File: src/sv/mcfd_pkg.sv
// ----------------------------------------------------------------------------
// mcfd_pkg
// Shared types and constants of the motor command frame decoder.
// ----------------------------------------------------------------------------
package mcfd_pkg;

  // ASCII codes that appear in a command frame.
  localparam logic [7:0] ChE    = 8'h45;
  localparam logic [7:0] ChF    = 8'h46;
  localparam logic [7:0] ChB    = 8'h42;
  localparam logic [7:0] ChR    = 8'h52;
  localparam logic [7:0] ChL    = 8'h4C;
  localparam logic [7:0] ChZero = 8'h30;
  localparam logic [7:0] ChOne  = 8'h31;

  // Digit weights.
  localparam logic [7:0] WeightHundreds = 8'd100;
  localparam logic [7:0] WeightTens     = 8'd10;

  // Configuration register indexes and reset values.
  localparam int unsigned CfgIdxW = 2;
  localparam logic [CfgIdxW-1:0] CfgMaxSpeed = 2'd0;
  localparam logic [CfgIdxW-1:0] CfgMaxAngle = 2'd1;
  localparam logic [7:0] MaxSpeedReset = 8'd100;
  localparam logic [6:0] MaxAngleReset = 7'd45;

  // Byte positions inside a frame.
  localparam logic [2:0] PosSpeedHi  = 3'd0;
  localparam logic [2:0] PosSpeedMid = 3'd1;
  localparam logic [2:0] PosSpeedLo  = 3'd2;
  localparam logic [2:0] PosDrive    = 3'd3;
  localparam logic [2:0] PosAngleHi  = 3'd4;
  localparam logic [2:0] PosAngleLo  = 3'd5;
  localparam logic [2:0] PosStepDir  = 3'd6;
  localparam logic [2:0] PosTerm     = 3'd7;

  // Frame summary handed from the assembler to the step calculator and top.
  typedef struct packed {
    logic       ends;
    logic       good;
    logic [7:0] speed;
    logic       drive_b;
    logic [6:0] angle;
    logic       dir_right;
  } frame_t;

  // Stepper move and the angle status after the frame.
  typedef struct packed {
    logic [7:0] count;
    logic       right;
    logic [6:0] shown_angle;
    logic       angle_negative;
  } step_t;

endpackage

File: src/sv/mcfd_frame_asm.sv
// ----------------------------------------------------------------------------
// mcfd_frame_asm
// Tracks the byte position, accumulates the speed and angle digits and checks
// the frame syntax and limits.
// ----------------------------------------------------------------------------
module mcfd_frame_asm (
  input  logic               clk_i,
  input  logic               rst_ni,
  input  logic               fire_i,
  input  logic [7:0]         byte_i,
  input  logic [7:0]         max_speed_i,
  input  logic [6:0]         max_angle_i,
  output mcfd_pkg::frame_t   frame_o
);

  logic [2:0] pos_q, pos_d;
  logic [7:0] speed_q, speed_d;
  logic [7:0] angle_q, angle_d;
  logic       drive_q, drive_d;
  logic       dir_q, dir_d;
  logic       err_q, err_d;
  logic [7:0] dig;
  logic       ends;

  assign dig  = byte_i - mcfd_pkg::ChZero;
  assign ends = (byte_i == mcfd_pkg::ChE) || (pos_q == mcfd_pkg::PosTerm);

  always_comb begin
    pos_d   = pos_q;
    speed_d = speed_q;
    angle_d = angle_q;
    drive_d = drive_q;
    dir_d   = dir_q;
    err_d   = err_q;
    if (fire_i) begin
      if (ends) begin
        pos_d   = mcfd_pkg::PosSpeedHi;
        speed_d = '0;
        angle_d = '0;
        drive_d = 1'b0;
        dir_d   = 1'b0;
        err_d   = 1'b0;
      end else begin
        pos_d = pos_q + 3'd1;
        case (pos_q)
          mcfd_pkg::PosSpeedHi: begin
            if ((byte_i == mcfd_pkg::ChZero) || (byte_i == mcfd_pkg::ChOne)) begin
              speed_d = dig * mcfd_pkg::WeightHundreds;
            end else begin
              err_d = 1'b1;
            end
          end
          mcfd_pkg::PosSpeedMid: speed_d = speed_q + dig * mcfd_pkg::WeightTens;
          mcfd_pkg::PosSpeedLo:  speed_d = speed_q + dig;
          mcfd_pkg::PosDrive: begin
            if (byte_i == mcfd_pkg::ChB) begin
              drive_d = 1'b1;
            end else if (byte_i == mcfd_pkg::ChF) begin
              drive_d = 1'b0;
            end else begin
              err_d = 1'b1;
            end
          end
          mcfd_pkg::PosAngleHi: angle_d = dig * mcfd_pkg::WeightTens;
          mcfd_pkg::PosAngleLo: angle_d = angle_q + dig;
          mcfd_pkg::PosStepDir: begin
            if (byte_i == mcfd_pkg::ChR) begin
              dir_d = 1'b1;
            end else if (byte_i == mcfd_pkg::ChL) begin
              dir_d = 1'b0;
            end else begin
              err_d = 1'b1;
            end
          end
          default: ;
        endcase
      end
    end
  end

  always_ff @(posedge clk_i or negedge rst_ni) begin
    if (!rst_ni) begin
      pos_q   <= mcfd_pkg::PosSpeedHi;
      speed_q <= '0;
      angle_q <= '0;
      drive_q <= 1'b0;
      dir_q   <= 1'b0;
      err_q   <= 1'b0;
    end else begin
      pos_q   <= pos_d;
      speed_q <= speed_d;
      angle_q <= angle_d;
      drive_q <= drive_d;
      dir_q   <= dir_d;
      err_q   <= err_d;
    end
  end

  // A frame is only good when it runs to the last position and ends on the
  // terminator; the digit fields are complete by then.
  always_comb begin
    frame_o.ends      = ends;
    frame_o.good      = (pos_q == mcfd_pkg::PosTerm) && (byte_i == mcfd_pkg::ChE) &&
                        !err_q && (speed_q <= max_speed_i) &&
                        (angle_q <= {1'b0, max_angle_i});
    frame_o.speed     = speed_q;
    frame_o.drive_b   = drive_q;
    frame_o.angle     = angle_q[6:0];
    frame_o.dir_right = dir_q;
  end

endmodule

File: src/sv/mcfd_step_calc.sv
// ----------------------------------------------------------------------------
// mcfd_step_calc
// Holds the stored stepper angle and direction marks and works out the
// stepper move of an executed frame.
// ----------------------------------------------------------------------------
module mcfd_step_calc (
  input  logic               clk_i,
  input  logic               rst_ni,
  input  logic               execute_i,
  input  mcfd_pkg::frame_t   frame_i,
  output mcfd_pkg::step_t    step_o
);

  logic [6:0] stored_q;
  logic       right_q;
  logic       left_q;
  logic       same_dir;
  logic       ge;

  assign same_dir = frame_i.dir_right ? right_q : left_q;
  assign ge       = (frame_i.angle >= stored_q);

  always_comb begin
    if (same_dir) begin
      step_o.count = ge ? {1'b0, frame_i.angle - stored_q} : {1'b0, stored_q - frame_i.angle};
      step_o.right = frame_i.dir_right ? ge : !ge;
    end else begin
      step_o.count = {1'b0, frame_i.angle} + {1'b0, stored_q};
      step_o.right = frame_i.dir_right;
    end
    step_o.shown_angle    = execute_i ? frame_i.angle : stored_q;
    step_o.angle_negative = execute_i ? !frame_i.dir_right : left_q;
  end

  always_ff @(posedge clk_i or negedge rst_ni) begin
    if (!rst_ni) begin
      stored_q <= '0;
      right_q  <= 1'b0;
      left_q   <= 1'b0;
    end else if (execute_i) begin
      stored_q <= frame_i.angle;
      right_q  <= frame_i.dir_right;
      left_q   <= !frame_i.dir_right;
    end
  end

endmodule

File: src/sv/motor_command_frame_decoder.sv
// ----------------------------------------------------------------------------
// motor_command_frame_decoder
// Assembles ASCII motor command frames of up to 8 bytes; one result per frame.
// ----------------------------------------------------------------------------
//
//  Channel  Direction  Handshake              Payload
//  rx       in         rx_valid_i/rx_stall_o  rx_byte_i
//  res      out        res_valid_o/res_stall_i frame_ok_o, speed_o, drive_clockwise_o,
//                                             step_count_o, step_right_o,
//                                             shown_angle_o, angle_negative_o
//  cfg      in         cfg_valid_i/cfg_ready_o cfg_index_i, cfg_data_i
//
// A byte enters the input register when accepted; it is decoded, and a
// frame-ending byte's result registered, once the result register can take
// one. One item is taken per cycle unless the result side stalls, set by the
// single decode step between the two registers. Reset clears the frame state,
// the stored angle and direction marks, and loads the limits with 100 and 45.
// A stall on a full result register holds it, the buffered byte and rx side.
//
module motor_command_frame_decoder (
  input  logic       clk_i,
  input  logic       rst_ni,
  // Byte input channel.
  input  logic       rx_valid_i,
  output logic       rx_stall_o,
  input  logic [7:0] rx_byte_i,
  // Result channel.
  output logic       res_valid_o,
  input  logic       res_stall_i,
  output logic       frame_ok_o,
  output logic [7:0] speed_o,
  output logic       drive_clockwise_o,
  output logic [7:0] step_count_o,
  output logic       step_right_o,
  output logic [6:0] shown_angle_o,
  output logic       angle_negative_o,
  // Configuration write channel.
  input  logic       cfg_valid_i,
  output logic       cfg_ready_o,
  input  logic [mcfd_pkg::CfgIdxW-1:0] cfg_index_i,
  input  logic [7:0] cfg_data_i
);

  // Configuration registers.
  logic [7:0] max_speed_q;
  logic [6:0] max_angle_q;

  // Input register.
  logic       in_valid_q;
  logic [7:0] in_byte_q;

  // Result register.
  logic       out_valid_q, out_valid_d;
  logic       ok_q;
  logic [7:0] speed_q;
  logic       drive_q;
  logic [7:0] count_q;
  logic       right_q;
  logic [6:0] shown_q;
  logic       neg_q;

  logic out_ready;
  logic in_ready;
  logic fire;
  logic execute;

  mcfd_pkg::frame_t frame;
  mcfd_pkg::step_t  step;

  assign cfg_ready_o = 1'b1;

  always_ff @(posedge clk_i or negedge rst_ni) begin
    if (!rst_ni) begin
      max_speed_q <= mcfd_pkg::MaxSpeedReset;
      max_angle_q <= mcfd_pkg::MaxAngleReset;
    end else if (cfg_valid_i) begin
      if (cfg_index_i == mcfd_pkg::CfgMaxSpeed) begin
        max_speed_q <= cfg_data_i;
      end else if (cfg_index_i == mcfd_pkg::CfgMaxAngle) begin
        max_angle_q <= cfg_data_i[6:0];
      end
    end
  end

  // The result register can take a new result when it is empty or being
  // taken this cycle. The buffered byte is decoded whenever that holds, even
  // if it ends no frame, so the input side keeps flowing.
  assign out_ready  = !out_valid_q || !res_stall_i;
  assign fire       = in_valid_q && out_ready;
  assign in_ready   = !in_valid_q || out_ready;
  assign rx_stall_o = !in_ready;
  assign execute    = fire && frame.ends && frame.good;

  always_ff @(posedge clk_i or negedge rst_ni) begin
    if (!rst_ni) begin
      in_valid_q <= 1'b0;
    end else if (in_ready) begin
      in_valid_q <= rx_valid_i;
    end
  end

  always_ff @(posedge clk_i) begin
    if (in_ready && rx_valid_i) begin
      in_byte_q <= rx_byte_i;
    end
  end

  mcfd_frame_asm u_frame_asm (
    .clk_i       (clk_i),
    .rst_ni      (rst_ni),
    .fire_i      (fire),
    .byte_i      (in_byte_q),
    .max_speed_i (max_speed_q),
    .max_angle_i (max_angle_q),
    .frame_o     (frame)
  );

  mcfd_step_calc u_step_calc (
    .clk_i     (clk_i),
    .rst_ni    (rst_ni),
    .execute_i (execute),
    .frame_i   (frame),
    .step_o    (step)
  );

  always_comb begin
    out_valid_d = out_valid_q;
    if (out_ready) begin
      out_valid_d = fire && frame.ends;
    end
  end

  always_ff @(posedge clk_i or negedge rst_ni) begin
    if (!rst_ni) begin
      out_valid_q <= 1'b0;
    end else begin
      out_valid_q <= out_valid_d;
    end
  end

  // A rejected frame reports zeros for the move and keeps the stored status.
  always_ff @(posedge clk_i) begin
    if (fire && frame.ends) begin
      ok_q    <= frame.good;
      speed_q <= frame.good ? frame.speed : 8'd0;
      drive_q <= frame.good && frame.drive_b;
      count_q <= frame.good ? step.count : 8'd0;
      right_q <= frame.good && step.right;
      shown_q <= step.shown_angle;
      neg_q   <= step.angle_negative;
    end
  end

  assign res_valid_o       = out_valid_q;
  assign frame_ok_o        = ok_q;
  assign speed_o           = speed_q;
  assign drive_clockwise_o = drive_q;
  assign step_count_o      = count_q;
  assign step_right_o      = right_q;
  assign shown_angle_o     = shown_q;
  assign angle_negative_o  = neg_q;

endmodule

File: config.mk
export PLATFORM = sky130hd
export DESIGN_NAME = motor_command_frame_decoder
export DESIGN_NICKNAME = d
export VERILOG_FILES = /design/src/sv/mcfd_pkg.sv /design/src/sv/mcfd_frame_asm.sv /design/src/sv/mcfd_step_calc.sv /design/src/sv/motor_command_frame_decoder.sv
export SDC_FILE = /design/constraint.sdc
export NUM_CORES = 1
export LEC_CHECK = 0
export ABC_AREA = 1
export BUFFER_PORTS_ARGS = -buffer_cell sky130_fd_sc_hd__buf_4
export CAP_MARGIN = 20
export CORE_MARGIN = 4
export CORE_UTILIZATION = 49
export DETAILED_ROUTE_END_ITERATION = 8
export PLACE_DENSITY = 0.66
export SLEW_MARGIN = 10
export SYNTH_ARGS = -nofsm -noshare
export SYNTH_HDL_FRONTEND = slang
export SYNTH_SLANG_ARGS = --single-unit
File: constraint.sdc
create_clock -name clk_i -period 6.4 [get_ports clk_i]
set_clock_uncertainty 0.2 [all_clocks]
set_input_delay 0 -clock clk_i [delete_from_list [all_inputs] [get_ports clk_i]]
set_output_delay 0 -clock clk_i [all_outputs]
set_load 0.02 [all_outputs]
==> flow_summary_export.csv <==
group,metric,value,unit
sta,period_needed,3.273,ns
critical_path,setup.worst_path.end_class,"flip-flop",
routing,via_count,5088,
die,num_io_pins,53,
yosys,yosys_warnings,0,
routing,wl_per_cell,15.31,um
layout,fillers,1063,
critical_path,critical_path.max_fanout,6,
yosys,synth-edff-count,35,
placed_design,gp_congestion,0.9193,
critical_path,cp_slowest_cell,"edfxtp_1",
sta,min_period_over_period,0.5114,
placed_design,io_buffers,51,
clock_network,htreeDepth,3,
sta,slew_headroom,0.4041,
die,design.die.area,14170,um2
hold_path,hold_path_class,"input pin to async pin",
die,die_h,119.0,um
yosys,synthArstFlopShare,0.5783,
clock_network,numCtsBuffers,9,
yosys,synth_ff_type,"dfrtp_1",
routing,drt_wl_total,14.86,mm
die,core-area,12060,um2
sta,fmax,305.5,MHz
global_routing,grt_pass1_vias,4975,
clock_network,cts_tree,"built",
yosys,syn_area,6042,um2
layout,regArea,2261,um2
yosys,synth_top_area_frac,0.1739,
critical_path,reg2reg_depth,16,
yosys,syn_area_per_cell,8.380,um2
placed_design,dp_slack,3.137,ns
global_routing,grt_overflow,0,
pwr,irDropWorstVdd,0.1648,mV
critical_path,ff2ff_setup_slack,3.13,ns
sta,setup_viol,0,
critical_path,worstSetupPathType,"flip-flop to flip-flop",
critical_path,cp_data_arrival_time,3.32,ns
critical_path,cp.required,6.44,ns
routing,dr.pass1.iters,4,
sta,slew_viol_final,0,
die,start_util,0.5009,
clock_network,clk_latency,0.35,ns
routing,ant_nets,0,
critical_path,crit_top_cell,"nand2_1",
critical_path,r2r_end,"u_frame_asm.speed_q[7]",
yosys,ys_seq_elements,83,
clock_network,cts.clk_slew.worst_paths,0.06,ns
sta,worst_pin_slew,0.8914,ns
layout,drive_gt1_frac,0.1295,
sta,whs,0.003957,ns
placed_design,hpwl,11.20,mm
global_routing,grt_pass1_wl,24.52,mm
routing,drt-vias-per-instance,5.240,
critical_path,cp-startpoint,"in_byte_q[4]",
sta,rsz0062_at_grt,"no",
sta,setup_tns,0,ns
critical_path,path_cells,"inv_1, ha_1, ha_1, ha_1, xor2_1, ha_1, nand2_1, inv_1, nand2_1, nand2_1, a31oi_1, nand3_1, nand3_1, nand3_1, nand2_1, nand2_1",
clock_network,root_buffer,"clkbuf_16",
sta,worst_slack,3.127,ns
layout,multi_input_area,3282,um2
routing,drc,0,
outcome,status,"complete, no violations",
yosys,syn_nets,829,
layout,n_antenna_cell,0,
die,chipWidth,119.0,um
pwr,p_leak,0.003489,uW
yosys,synth_cells,721,
critical_path,slowest_delay,0.46,ns
global_routing,antenna_found_initial,0,
routing,drt_iter0_drc,383,
layout,fin_nets,906,
critical_path,cp-endpoint,"u_frame_asm.speed_q[7]",
yosys,seq_area_frac_synth,0.3742,
run,cap_violations,0,
die,rows,40,
critical_path,cp-start-kind,"flip-flop",
global_routing,grt_usage,0.2182,
pwr,cellPowerDensity,347.2,nW/um2
sta,hold_viol_final,0,
yosys,yosysUniqueCellTypes,49,
clock_network,ctsLongestPathBuffers,2,
critical_path,reg2reg_from,"in_byte_q[4]",
global_routing,grt_max_degree,49,
layout,area_delta_synth_final,17.89,%
clock_network,post_cts_buffers,0,
yosys,synth_largest_area_cell,"edfxtp_1",
yosys,synth_top_cells_by_area,"edfxtp_1 (17%), dfrtp_1 (17%), ha_1 (16%)",
clock_network,clock_sinks,83,
metrics by stage:
step                std cells  total power [uW]  utilization  cell area [um2]
global route              971              2693       0.5906             7123
CTS                       971              2479       0.5906             7123
finish                    971              2473       0.5906             7123
detailed placement        932              1923       0.5463             6589
global placement          932              1901       0.5463             6589
floorplan                 721              1606            -             6042
kinds of logic after synthesis:
family,Yosys count,synth area share
AOI/OAI and AO/OA,132,0.1261
other,1,0.0006207
and+or+nand+nor,275,0.2071
xor gates and xnor gates,17,0.02464
DFF,83,0.3742
adders and majority gates,85,0.1847
buffers and inverters,128,0.08263
synthesized netlist by cell type (7+ instances only):
master and count:
ha_1 78, nand4_1 11, inv_1 118, nand2_1 145, o22ai_1 8, fa_1 7, xnor2_1 7, xor2_1 10
o21ai_2 9, dfstp_2 7, o21ai_0 50, a21oi_1 42, nand3_1 47, dfrtp_1 41, edfxtp_1 35, nor2_1 48
cell usage in the layout, fill, tap and decap left out, types with 7 or more instances in the layout:
cell | netlist | final
nor2_1 | 48 | 48
a21oi_1 | 42 | 42
nand3_1 | 47 | 47
o22ai_1 | 8 | 8
o21ai_0 | 50 | 50
nand4_1 | 11 | 11
nand2_1 | 145 | 145
ha_1 | 78 | 78
edfxtp_1 | 35 | 35
dfstp_2 | 7 | 7
dfrtp_1 | 41 | 41
o21ai_2 | 9 | 9
dlygate4sd3_1 | 0 | 23
fa_1 | 7 | 7
xor2_1 | 10 | 10
inv_1 | 118 | 118
buf_4 | 1 | 51
clkbuf_16 | 0 | 9
xnor2_1 | 7 | 7
timing repair:
item                                   4_1_cts  5_1_grt
hold buffers                                23        0
endpoints found under the hold margin       85        0
setup endpoints to repair                    0        0
gates resized for setup                      0        0
power breakdown:
part / switching [uW] / total (uW) / internal, uW
clock: 222 / 535 / 313
combinational: 745 / 1180 / 431
sequential: 114 / 762 / 647
final cells by class:
class,count,share of cell area
flip-flops and latches,83,0.3174
repair buffers,74,0.08607
clock inverters,6,0.009134
well taps,168,0.02951
multi-input cells,510,0.4607
inverters,120,0.06359
clock buffers,10,0.03355
worst max-delay path: cells and delay by family, from the launching register on:
kind            cells  cell delay [ns]
xor+xnor            1             0.23
simple gates        8             0.54
flops               1             0.46
compound gates      1             0.18
fa+ha+maj           4             1.36
buf+inv             2             0.20
per-layer routing:
metal  part of all wire  track usage  vias up
met5                  0            0        -
met4              0.032      0.09558        0
met3              0.041      0.03894       36
met2               0.50       0.3748      118
met1               0.43       0.2678     2385
li1                   -            -     2549
how the worst min path moves through the flow:
| stage | startpoint | to | depth (start not counted) |
|---|---|---|---|
| 6_report | rst_ni | u_frame_asm.dir_q | 2 |
| 5_1_grt | rst_ni | u_step_calc.right_q | 2 |
| 4_1_cts | cfg_index_i[1] | max_angle_q[0] | 3 |
| 3_5_place_dp | rst_ni | u_frame_asm.pos_q[0] | 1 |
| 3_3_place_gp | rst_ni | u_frame_asm.pos_q[0] | 1 |
| 2_1_floorplan | rst_ni | in_valid_q | 0 |
flip-flops by register name (all words and copies together) (netlist names), 3 cells and up:
name and count:
in_byte_q 8, max_angle_q 7, max_speed_q 8, shown_angle_o 7, speed_o 8, step_count_o 8, u_frame_asm.angle_q 8, u_frame_asm.pos_q 3
u_frame_asm.speed_q 8, u_step_calc.stored_q 7
Power figures use the tool's default switching activity.
